File: src/sv/qoi_rgb_chunk_decoder_core_defines.svh
// Assertion macros used by the controller of the QOI RGB chunk decoder RTL.
`ifndef QOI_RGB_CHUNK_DECODER_CORE_DEFINES_SVH
`define QOI_RGB_CHUNK_DECODER_CORE_DEFINES_SVH

// Same-cycle implication, checked outside reset.
`define QRCD_ASSERT_NOW(label, ante, cons, msg) \
	label: assert property (@(posedge clk) disable iff (!arst_n) (ante) |-> (cons)) \
		else $error(msg);

// Next-cycle implication, checked outside reset.
`define QRCD_ASSERT_NEXT(label, ante, cons, msg) \
	label: assert property (@(posedge clk) disable iff (!arst_n) (ante) |=> (cons)) \
		else $error(msg);

`endif

File: src/sv/qrcd_pkg.sv
// Types, constants and helper functions of the QOI RGB chunk decoder.
`default_nettype none
package qrcd_pkg;

	// Two-bit chunk tags in the top bits of an opcode byte.
	localparam logic [1:0] TAG_INDEX = 2'b00;
	localparam logic [1:0] TAG_DIFF  = 2'b01;
	localparam logic [1:0] TAG_LUMA  = 2'b10;
	localparam logic [1:0] TAG_RUN   = 2'b11;

	// Full-byte opcodes that share the run tag.
	localparam logic [7:0] OP_RGB  = 8'hFE;
	localparam logic [7:0] OP_RGBA = 8'hFF;

	// Bytes still awaited after the RGB opcode.
	localparam logic [1:0] RGB_DATA_BYTES = 2'd3;

	localparam int unsigned INDEX_DEPTH = 64;
	localparam int unsigned INDEX_AW    = 6;

	// Alpha is always 255, so its hash term 255 * 11 reduces to this bias.
	localparam logic [INDEX_AW-1:0] HASH_BIAS = INDEX_AW'((255 * 11) % INDEX_DEPTH);

	typedef struct packed {
		logic [7:0] r;
		logic [7:0] g;
		logic [7:0] b;
	} qrcd_pixel_t;

	typedef enum logic [1:0] {
		ST_ACCEPT,
		ST_INDEX,
		ST_RUN
	} qrcd_state_t;

	// What the byte at the input will do when it is taken.
	typedef enum logic [1:0] {
		KIND_SINGLE,
		KIND_INDEX,
		KIND_RUN
	} qrcd_kind_t;

	typedef struct packed {
		logic take;
		logic index_load;
		logic run_step;
	} qrcd_cmd_t;

	typedef struct packed {
		qrcd_kind_t kind;
		logic       out_free;
		logic       run_done;
	} qrcd_sts_t;

	function automatic logic [INDEX_AW-1:0] hash_of(input qrcd_pixel_t px);
		logic [INDEX_AW-1:0] r6;
		logic [INDEX_AW-1:0] g6;
		logic [INDEX_AW-1:0] b6;
		r6 = px.r[INDEX_AW-1:0];
		g6 = px.g[INDEX_AW-1:0];
		b6 = px.b[INDEX_AW-1:0];
		return INDEX_AW'(r6 * 3) + INDEX_AW'(g6 * 5) + INDEX_AW'(b6 * 7) + HASH_BIAS;
	endfunction

endpackage
`default_nettype wire

File: src/sv/qrcd_ram.sv
// Generic single-port-write, single-port-read RAM with registered read data.
`default_nettype none
module qrcd_ram #(
	parameter int unsigned WIDTH = 24,
	parameter int unsigned DEPTH = 64
) (
	input  wire logic                     clk,
	input  wire logic                     wr_en,
	input  wire logic [$clog2(DEPTH)-1:0] wr_addr,
	input  wire logic [WIDTH-1:0]         wr_data,
	input  wire logic                     rd_en,
	input  wire logic [$clog2(DEPTH)-1:0] rd_addr,
	output      logic [WIDTH-1:0]         rd_data
);

	logic [WIDTH-1:0] mem_q [DEPTH];

	always_ff @(posedge clk) begin
		if (wr_en) begin
			mem_q[wr_addr] <= wr_data;
		end
		if (rd_en) begin
			rd_data <= mem_q[rd_addr];
		end
	end

endmodule
`default_nettype wire

File: src/sv/qrcd_ctrl.sv
// Controller state machine of the QOI RGB chunk decoder.
`default_nettype none
`include "qoi_rgb_chunk_decoder_core_defines.svh"
module qrcd_ctrl (
	input  wire logic                clk,
	input  wire logic                arst_n,
	input  wire logic                in_valid,
	output      logic                in_ready,
	input  wire qrcd_pkg::qrcd_sts_t sts,
	output      qrcd_pkg::qrcd_cmd_t cmd
);
	import qrcd_pkg::*;

	qrcd_state_t state_q;
	qrcd_state_t state_n;

	always_ff @(posedge clk or negedge arst_n) begin
		if (!arst_n) begin
			state_q <= ST_ACCEPT;
		end else begin
			state_q <= state_n;
		end
	end

	always_comb begin
		state_n = state_q;
		unique case (state_q)
			ST_ACCEPT: begin
				if (in_valid && sts.out_free) begin
					unique case (sts.kind)
						KIND_INDEX:  state_n = ST_INDEX;
						KIND_RUN:    state_n = ST_RUN;
						default:     state_n = ST_ACCEPT;
					endcase
				end
			end
			ST_INDEX: state_n = ST_ACCEPT;
			ST_RUN: begin
				if (sts.out_free && sts.run_done) begin
					state_n = ST_ACCEPT;
				end
			end
			default: state_n = ST_ACCEPT;
		endcase
	end

	always_comb begin
		in_ready       = 1'b0;
		cmd.take       = 1'b0;
		cmd.index_load = 1'b0;
		cmd.run_step   = 1'b0;
		unique case (state_q)
			ST_ACCEPT: begin
				in_ready = sts.out_free;
				cmd.take = in_valid && sts.out_free;
			end
			ST_INDEX: cmd.index_load = 1'b1;
			ST_RUN:   cmd.run_step = sts.out_free;
			default: begin
				in_ready = 1'b0;
			end
		endcase
	end

	`QRCD_ASSERT_NEXT(a_index_then_load, cmd.take && sts.kind == KIND_INDEX, cmd.index_load, "index byte did not load its table entry next cycle")
	`QRCD_ASSERT_NEXT(a_index_one_cycle, cmd.index_load, !cmd.index_load, "index lookup held longer than one cycle")
	`QRCD_ASSERT_NOW(a_step_needs_room, cmd.run_step || cmd.index_load, sts.out_free, "pixel produced while the output register is occupied")
	`QRCD_ASSERT_NOW(a_no_take_busy, cmd.run_step || cmd.index_load, !in_ready, "input offered while a chunk is still in work")

endmodule
`default_nettype wire

File: src/sv/qrcd_dp.sv
// Datapath of the QOI RGB chunk decoder: chunk decode, index table, output register.
`default_nettype none
module qrcd_dp (
	input  wire logic                clk,
	input  wire logic                arst_n,
	input  wire logic [7:0]          chunk_byte,
	input  wire logic                image_start,
	input  wire qrcd_pkg::qrcd_cmd_t cmd,
	output      qrcd_pkg::qrcd_sts_t sts,
	output      logic                out_valid,
	input  wire logic                out_ready,
	output      qrcd_pkg::qrcd_pixel_t out_pixel,
	output      logic                out_last,
	output      logic                out_bad
);
	import qrcd_pkg::*;

	logic [1:0]          pend_q;
	logic                rgb_q;
	logic [15:0]         held_q;
	qrcd_pixel_t         prev_q;
	logic [INDEX_DEPTH-1:0] valid_q;
	logic                hit_q;
	logic [5:0]          count_q;
	logic                out_valid_q;
	qrcd_pixel_t         out_pixel_q;
	logic                out_last_q;
	logic                out_bad_q;

	qrcd_pixel_t         eff_prev;
	logic [1:0]          eff_pend;
	logic [1:0]          tag;
	qrcd_kind_t          kind;
	logic                emit;
	logic                emit_last;
	logic                emit_bad;
	logic                wr;
	qrcd_pixel_t         px;
	logic [1:0]          pend_n;
	logic                rgb_n;
	logic [15:0]         held_n;
	logic [7:0]          dg;
	logic [INDEX_AW-1:0] wr_addr;
	logic                rd_en;
	logic [23:0]         rd_data;
	qrcd_pixel_t         index_px;

	// A new image drops the partial chunk and the previous pixel first.
	assign eff_prev = image_start ? '0 : prev_q;
	assign eff_pend = image_start ? 2'd0 : pend_q;
	assign tag      = chunk_byte[7:6];
	assign dg       = {2'b00, held_q[5:0]} - 8'd32;

	always_comb begin
		emit      = 1'b0;
		emit_last = 1'b1;
		emit_bad  = 1'b0;
		wr        = 1'b0;
		px        = eff_prev;
		pend_n    = eff_pend;
		rgb_n     = image_start ? 1'b0 : rgb_q;
		held_n    = image_start ? 16'd0 : held_q;
		kind      = KIND_SINGLE;
		priority if (eff_pend != 2'd0) begin
			if (rgb_n) begin
				if (eff_pend > 2'd1) begin
					held_n = {held_q[7:0], chunk_byte};
					pend_n = eff_pend - 2'd1;
				end else begin
					px     = '{r: held_q[15:8], g: held_q[7:0], b: chunk_byte};
					emit   = 1'b1;
					wr     = 1'b1;
					pend_n = 2'd0;
				end
			end else begin
				px.r   = eff_prev.r + dg + {4'b0000, chunk_byte[7:4]} - 8'd8;
				px.g   = eff_prev.g + dg;
				px.b   = eff_prev.b + dg + {4'b0000, chunk_byte[3:0]} - 8'd8;
				emit   = 1'b1;
				wr     = 1'b1;
				pend_n = 2'd0;
			end
		end else if (tag == TAG_INDEX) begin
			kind = KIND_INDEX;
		end else if (tag == TAG_DIFF) begin
			px.r = eff_prev.r + {6'b0, chunk_byte[5:4]} - 8'd2;
			px.g = eff_prev.g + {6'b0, chunk_byte[3:2]} - 8'd2;
			px.b = eff_prev.b + {6'b0, chunk_byte[1:0]} - 8'd2;
			emit = 1'b1;
			wr   = 1'b1;
		end else if (tag == TAG_LUMA) begin
			held_n = {8'h00, chunk_byte};
			rgb_n  = 1'b0;
			pend_n = 2'd1;
		end else if (chunk_byte == OP_RGB) begin
			held_n = 16'd0;
			rgb_n  = 1'b1;
			pend_n = RGB_DATA_BYTES;
		end else if (chunk_byte == OP_RGBA) begin
			px       = '0;
			emit     = 1'b1;
			emit_bad = 1'b1;
		end else begin
			// Run: the first pixel goes out now, the rest from the run counter.
			emit      = 1'b1;
			emit_last = (chunk_byte[5:0] == 6'd0);
			if (chunk_byte[5:0] != 6'd0) begin
				kind = KIND_RUN;
			end
		end
	end

	assign sts = '{kind: kind, out_free: (!out_valid_q || out_ready),
		run_done: (count_q == 6'd1)};

	assign wr_addr  = hash_of(px);
	assign rd_en    = cmd.take && (kind == KIND_INDEX);
	assign index_px = hit_q ? qrcd_pixel_t'(rd_data) : '0;

	qrcd_ram #(
		.WIDTH(24),
		.DEPTH(INDEX_DEPTH)
	) u_index (
		.clk     (clk),
		.wr_en   (cmd.take && wr),
		.wr_addr (wr_addr),
		.wr_data (px),
		.rd_en   (rd_en),
		.rd_addr (chunk_byte[INDEX_AW-1:0]),
		.rd_data (rd_data)
	);

	always_ff @(posedge clk or negedge arst_n) begin
		if (!arst_n) begin
			pend_q  <= 2'd0;
			rgb_q   <= 1'b0;
			held_q  <= 16'd0;
			prev_q  <= '0;
			valid_q <= '0;
			hit_q   <= 1'b0;
			count_q <= 6'd0;
		end else begin
			if (cmd.take) begin
				pend_q <= pend_n;
				rgb_q  <= rgb_n;
				held_q <= held_n;
				if (wr) begin
					// A new image empties the table before its first pixel lands.
					valid_q <= (image_start ? '0 : valid_q) | (INDEX_DEPTH'(1) << wr_addr);
					prev_q  <= px;
				end else if (image_start) begin
					valid_q <= '0;
					prev_q  <= '0;
				end
				if (rd_en) begin
					hit_q <= valid_q[chunk_byte[INDEX_AW-1:0]] && !image_start;
				end
				count_q <= chunk_byte[5:0];
			end else if (cmd.index_load) begin
				prev_q <= index_px;
			end else if (cmd.run_step) begin
				count_q <= count_q - 6'd1;
			end
		end
	end

	always_ff @(posedge clk or negedge arst_n) begin
		if (!arst_n) begin
			out_valid_q <= 1'b0;
		end else begin
			if ((cmd.take && emit) || cmd.index_load || cmd.run_step) begin
				out_valid_q <= 1'b1;
			end else if (out_ready) begin
				out_valid_q <= 1'b0;
			end
		end
	end

	always_ff @(posedge clk) begin
		if (cmd.take && emit) begin
			out_pixel_q <= px;
			out_last_q  <= emit_last;
			out_bad_q   <= emit_bad;
		end else if (cmd.index_load) begin
			out_pixel_q <= index_px;
			out_last_q  <= 1'b1;
			out_bad_q   <= 1'b0;
		end else if (cmd.run_step) begin
			out_pixel_q <= prev_q;
			out_last_q  <= (count_q == 6'd1);
			out_bad_q   <= 1'b0;
		end
	end

	assign out_valid = out_valid_q;
	assign out_pixel = out_pixel_q;
	assign out_last  = out_last_q;
	assign out_bad   = out_bad_q;

endmodule
`default_nettype wire

File: src/sv/qoi_rgb_chunk_decoder_core.sv
// Top level of the QOI RGB chunk decoder.
//
// The slave stream carries the QOI chunk bytes that follow the image header,
// one byte per transaction; s_tuser set on a byte starts a new image and
// clears the color index, the previous pixel and any partial chunk first.
// The master stream carries one decoded RGB pixel per transaction. m_tlast
// marks the last pixel caused by one input byte, and m_tuser flags an RGBA
// opcode, which is not decoded and gives one all-zero pixel.
// DIFF, LUMA, RGB and RGBA bytes need no state beyond ST_ACCEPT; a byte that completes
// a chunk has its pixel in the output register at the next clock edge.
// An INDEX byte also passes through ST_INDEX, for the registered read of the 64-entry
// color index RAM. A run holds the input in ST_RUN and gives its further pixels, one
// pixel per cycle through the single output register while the receiver takes them.
// When the receiver stalls, the pixel waits in the output register and
// s_tready falls until it is taken. Reset clears the valid bits of the
// color index at once, so the block accepts bytes right after reset.
`default_nettype none
module qoi_rgb_chunk_decoder_core (
	input  wire logic        clk,
	input  wire logic        arst_n,
	input  wire logic        s_tvalid,
	output      logic        s_tready,
	input  wire logic [7:0]  s_tdata,   // [7:0] chunk_byte
	input  wire logic        s_tuser,   // [0] image_start
	output      logic        m_tvalid,
	input  wire logic        m_tready,
	output      logic [23:0] m_tdata,   // [7:0] red, [15:8] green, [23:16] blue
	output      logic        m_tlast,   // run_last
	output      logic        m_tuser    // [0] bad_chunk
);
	import qrcd_pkg::*;

	qrcd_cmd_t   cmd;
	qrcd_sts_t   sts;
	qrcd_pixel_t out_pixel;

	qrcd_ctrl u_ctrl (
		.clk      (clk),
		.arst_n   (arst_n),
		.in_valid (s_tvalid),
		.in_ready (s_tready),
		.sts      (sts),
		.cmd      (cmd)
	);

	qrcd_dp u_dp (
		.clk         (clk),
		.arst_n      (arst_n),
		.chunk_byte  (s_tdata),
		.image_start (s_tuser),
		.cmd         (cmd),
		.sts         (sts),
		.out_valid   (m_tvalid),
		.out_ready   (m_tready),
		.out_pixel   (out_pixel),
		.out_last    (m_tlast),
		.out_bad     (m_tuser)
	);

	assign m_tdata = {out_pixel.b, out_pixel.g, out_pixel.r};

endmodule
`default_nettype wire

File: config.mk
export PLATFORM = sky130hd
export DESIGN_NAME = qoi_rgb_chunk_decoder_core
export DESIGN_NICKNAME = d
export VERILOG_FILES = /design/src/sv/qrcd_pkg.sv /design/src/sv/qrcd_ram.sv /design/src/sv/qrcd_ctrl.sv /design/src/sv/qrcd_dp.sv /design/src/sv/qoi_rgb_chunk_decoder_core.sv
export VERILOG_INCLUDE_DIRS = /design/src /design/src/sv
export SDC_FILE = /design/constraint.sdc
export NUM_CORES = 2
export LEC_CHECK = 0
export BUFFER_PORTS_ARGS = -buffer_cell sky130_fd_sc_hd__buf_2
export CORE_MARGIN = 1
export CORE_UTILIZATION = 40
export DETAILED_ROUTE_END_ITERATION = 10
export PLACE_DENSITY_LB_ADDON = 0.2
export SLEW_MARGIN = 20
export SYNTH_ARGS = -nofsm -noshare
export SYNTH_HDL_FRONTEND = slang
export SYNTH_SLANG_ARGS = --single-unit
File: constraint.sdc
create_clock -name clk -period 8.5 [get_ports clk]
set_clock_uncertainty 0.1 [all_clocks]
set_input_delay 0.425 -clock clk [delete_from_list [all_inputs] [get_ports clk]]
set_output_delay 0.425 -clock clk [all_outputs]
set_load 0.01 [all_outputs]
== Word level (Yosys, flattened, before mapping) ==
Memory sizes are Yosys's and may differ from the RTL's. A register that Yosys moved wholly into a read port is not among the register bits.
Index checks and enable logic that the tools add are counted.
Word-level totals
  register bits after elaboration: 143
  RAM bits: 1536
  input bits: 13
  output and inout port bits: 28
  logic and storage cells: 170
  memories kept: 1
Memories
  u_dp.u_index.mem_q: depth 64, bits a word 24, read ports 1, clocked after memory_dff 1, wr ports 1, RTL line qrcd_ram.sv:16  | logic [WIDTH-1:0] mem_q [DEPTH];
Operators by class
  add/subtract/negate cells: 19
  multipliers: 3
  order comparisons: 2
  equal/unequal tests: 12
  shift operators: 1
  muxes and demuxes: 92
  bitwise gates (word level): 1
  reduce and logical (&&, ||, !) cells: 23
Operators with widths (number)
  2-to-1 mux 24 bit: 16
  2-to-1 mux 16 bit: 8
  2-to-1 mux 64 bit: 2
  bitwise OR 64 bit: 1
  left shift 1 x 6 -> 64 bit (first input constant): 1
  2-to-1 mux 1 bit: 43
  2-to-1 mux 2 bit: 17
  adder 8 x 2 -> 8 bit: 3
  adder 8 bit: 3
  subtractor 8 x 2 -> 8 bit (second input constant): 3
  2-to-1 mux 6 bit: 3
  adder 8 x 4 -> 8 bit: 2
  equality test 8 bit (second input constant): 2
  subtractor 8 x 4 -> 8 bit (second input constant): 2
  adder 6 bit: 2
  multiplier 6 x 3 -> 6 bit (second input constant): 2
  case mux 2 bit (2 select lines): 2
  nonzero test 2 bit: 4
  less-than comparator 6 x 7 -> 1 bit (second input constant): 1
  subtractor 6 x 6 -> 7 bit (second input constant): 1
  adder 6 bit (second input constant): 1
  binary-select mux 1 bit (select 6 bit): 1
  equality test 2 x 1 -> 1 bit (second input constant): 3
  equality test 2 bit (second input constant): 3
  14 further kinds: 27

== Depth between registers and ports, before layout ==
  depth in word-level cells: 14
  mapped depth: 30
  mapped depth without buffers: 26

== Hierarchy ==
From an unflattened synthesis, not the netlist that was laid out.
Unflattened totals
  cells, all modules: 3731
  area, all modules: 70337.5 sq um
Modules (own cells, without submodules)
  qrcd_ram: times used 1, cells each 2610, area each 59535.8 sq um, sequential area each 46844.9 sq um
  qrcd_dp: times used 1, cells each 1111, area each 10680.2 sq um, sequential area each 3658.5 sq um
  qrcd_ctrl: times used 1, cells each 10, area each 121.4 sq um, sequential area each 50.0 sq um

== Least setup slack after synthesis ==
OpenSTA, ideal clock, no wires.
  path kind: input-to-reg
  start: input s_tuser
  end: memory u_dp.u_index.mem_q[60][0] (enable)
  setup time: 0.406 ns
  arrival: 9.751 ns
  data required time: 7.994 ns
  path slack: -1.758 ns
  stages: 26
  path buffers: 5
  path through: buf_2 -> clkbuf_1 -> clkbuf_1 -> clkbuf_1 -> nand2b_1 -> fa_1 -> inv_1 -> ha_1 -> ha_1 -> o21ai_0 -> o21ai_0 -> a21oi_1 -> o22ai_1 -> fa_1 -> inv_1 -> fa_1 -> fa_1 -> fa_1 -> inv_1 -> ha_1 -> fa_1 -> xnor2_1 -> nor3_1 -> clkbuf_1 -> nand2_1 -> nor2_1
RTL lines
  from (decl): RTL line qoi_rgb_chunk_decoder_core.sv:24  | input wire logic s_tuser,
  to (decl): RTL line qrcd_ram.sv:16

==> impl_results.md <==
* Layout Utilization at 0.464
* Final Hold Vio Count at 0
* Yosys cell types at 73
* Die area at around 0.18 mm2
* Synth Area in Adders at 0.0230
* Total Routing Usage GR at 0.229
* Die Wd at 420 um
* Gp weighted congestion at approximately 0.9
* Hold crit path type: in -> reg
* Pwr/cell area at between 300 and 400 mW/mm2
* Die Y at around 420 um
* Synth-to-layout area growth at 15.4%
* Critical path's top delay family: adder cells
* WP data required at 8.92 ns
* Top cell by count, worst path: fa_1
* Synthesized Nets at 3505
* Number of flops mapped to enable cells by yosys at approximately 1600
* Critical Setup Path Class: reg -> reg
* Clk sinks at between 1500 and 2000
* Leak at 27.1 nW
* Design Area, Final at between 0.08 and 0.09 mm2
* RSZ-0062 raised after global routing: false
* DR top layer: met5
* Seq/Total Area, Yosys at 0.724
* Tmin final at approximately 8 ns
* Crit. End Element: flop
* CTS Buffer Depth at 3
* Slew HR at 0.259
* Largest family of logic cells by synthesized area: multiplexers
* Per-cell routed wire length at roughly 33 um
* Layout cells sized above 1 at 0.294
* Post-Synth XOR/XNOR Area at 0.00632
* Via count at roughly 35000
* CP max stage cell: xnor3_4
* R2r startpoint: u_dp.prev_q[2]
* DPL Wire Length at 125 mm
* Initial antenna violation count at 12
* DR iter-0 viols at about 4500
* First-pass GRT wire length at between 200 and 300 mm
* CTS root buffer: clkbuf_16
* CORE AREA at 0.174 mm2
* PostCTS Resize Cnt at 0
* # setup viols final at 0
* Register clock-pin slew on the reported worst setup and hold paths at ~0.06 ns
* Warnings, synthesis at 0
* CP max stage delay at slightly below 0.6 ns
* Simple-gate area share of the yosys netlist at 0.0247
* FF-to-FF path depth at 27
* Outcome: complete, no violations
* Crit path DAT at between 8 and 9 ns
* Setup crit start: u_dp.prev_q[2]
* R2R setup slack at approximately 0.47 ns
* Largest net degree at the start of global routing at 125
* Most frequent cells in the layout: edfxtp_1 (1586), mux4_2 (521), clkbuf_16 (177)
* Cells after synthesis at approximately 3400
* # Max-Cap Violations at 0
* Crit-path max FO at 25
* Avg Inst Size Synth at a little over 20 um2
* Peak supply drop at 2.74 mV
* Mux cell area share after synthesis at 0.172
* Hold path cells at 3
* Synth async-reset ratio at 0.0687
* # DRC at 0
* Pre-antenna DRT Iters at 6
* #FFs+latches synth at about 1700
* Initial core utilization at 0.402
* Critical Path Start Type: flop
* CTS HTree Levels at 4
* Met1 Wirelength at roughly 86 mm
* Tot Pwr at between 30 and 40 mW
* Hold Crit Start: s_tdata[4]
* Total gr overflow at 0
* Most used DFF post-synth: edfxtp_1
* Routed Antenna Nets at 0
* Vias in the first global route at 34500
* Routed wl met2 at about 94 mm
* TritonCTS clock tree: yes
* Minimum hold slack at between 0.09 and 0.1 ns
* Compound-Gate Fraction of Synth Area at 0.0338
* Met3 wire length at ~15 mm
* FF-to-FF End: u_dp.u_index.mem_q[17][6]
* Row cnt at 153
* Final period util at 0.945
* Placed cell area at between 0.07 and 0.08 mm2
* IO Pins at between 40 and 50
* Drt total wl at between 150 and 200 mm
* Fmax at between 100 and 150 MHz
* Synthesized area at approximately 0.07 mm2
* Worst skew pair latency at between 0.8 and 0.9 ns
* Num CTS Buffers at between 150 and 200
* Worst slew pin tran at 1.11 ns
* Fin nets at 3707
* Vias/cell at between 5 and 6
* Leading cell type in the layout, fill and taps excluded: edfxtp_1
* I/O Buffers at 40
* Final Max Tran Viols at 0
* Number of buffers and inverters on the critical path at 6
* Hold Path End: u_dp.held_q[4]
==> routing by layer <==
metal	global-route usage	vias up
li1	-	14400
met2	0.354	1482
met4	0.0565	2
met1	0.337	19200
met3	0.0401	238
met5	0	-
==> cell type report <==
class	count	area, um2
well taps	2325	2910
repair buffers	211	2370
inverters	98	387
clock inverters	87	873
multi-input cells	1394	18600
diodes	3	7.51
clock buffers	244	4880
flip-flops and latches	1703	50600
fillers	14400	93000
==> cells in the mapped netlist, drive strengths merged, types with 2 or more instances <==
library cell	count	area [um2]
a211oi	27	220
a21o	81	608
a21oi	117	593
a221o	8	80.1
a221oi	8	70.1
a22o	19	166
a311oi	2	23.8
a31oi	11	90.1
and2	4	25.0
and3	28	175
buf	81	382
clkbuf	106	398
dfrtp	117	2930
edfxtp	1586	47600
fa	31	621
ha	79	988
inv	98	368
mux2	5	56.3
mux2i	23	230
mux4	521	11700
nand2	84	315
nand2b	28	175
nand3	9	45.0
nand4	3	18.8
nor2	143	699
nor2b	13	81.3
nor3	11	55.1
nor4	5	31.3
o211ai	3	22.5
o21a	3	22.5
o21ai	40	200
o21ba	2	20.0
o21bai	10	75.1
o221ai	3	26.3
o22ai	4	25.0
o311ai	2	17.5
o31ai	2	15.0
o32ai	3	26.3
or2	4	25.0
or3	2	12.5
xnor2	35	314
xnor3	4	92.6
xor2	4	35.0
==> sequential cells by signal (all words and copies together), names as in the netlist <==
signal	cells
u_ctrl.state_q	2
u_dp.count_q	6
u_dp.held_q	16
u_dp.hit_q	1
u_dp.out_bad	1
u_dp.out_last	1
u_dp.out_pixel	24
u_dp.out_valid	1
u_dp.pend_q	2
u_dp.prev_q	24
u_dp.rgb_q	1
u_dp.u_index.mem_q	1536
u_dp.u_index.rd_data	24
u_dp.valid_q	64
==> kinds of logic after synthesis <==
group / Yosys count
xor+xnor: 43
fa+ha+maj: 110
buf+inv: 285
simple gates: 341
flops: 1703
compound gates: 351
mux: 549
==> how the worst max path moves through the flow <==
stage / slack (ns) / cells past startpoint / endpoint
after CTS: 0.49 / 27 / u_dp.u_index.mem_q[16][7]
after global routing: 0.04 / 27 / u_dp.u_index.mem_q[19][6]
after global placement: 0.42 / 27 / u_dp.u_index.mem_q[17][6]
after detailed placement: 0.34 / 27 / u_dp.u_index.mem_q[16][7]
final: 0.47 / 27 / u_dp.u_index.mem_q[17][6]
after floorplan: -0.26 / 29 / u_dp.u_index.mem_q[31][0]
==> worst reg2reg max path, delay by kind of cell (launching register included) <==
family,cells,cell delay (ns)
xor+xnor,5,1.42
compound gates,5,0.87
buf+inv,6,0.86
fa+ha+maj,8,3.44
flops,1,0.52
simple gates,2,0.35
mux,1,0.15
==> where the power goes <==
group	internal [mW]	switching [mW]	total (mW)
clock	4.35	3.28	7.63
combinational	3.37	9.36	12.7
sequential	11.2	0.302	11.5
total	18.9	12.9	31.9
==> metrics by stage <==
stage	instances	setup TNS, ns	setup WS [ns]
after floorplan	3382	-280.58	-0.260
after CTS	6062	0	0.488
after detailed placement	5724	0	0.337
final	6065	0	0.469
after global placement	5724	0	0.423
after global routing	6062	0	0.0387
==> what timing repair did <==
action / in CTS / in global routing
hold buffers: 7 / 0
endpoints found under the hold margin: 71 / 0
buffers inserted: 0 / 0
Note: power is estimated with default switching activity, not from simulation.
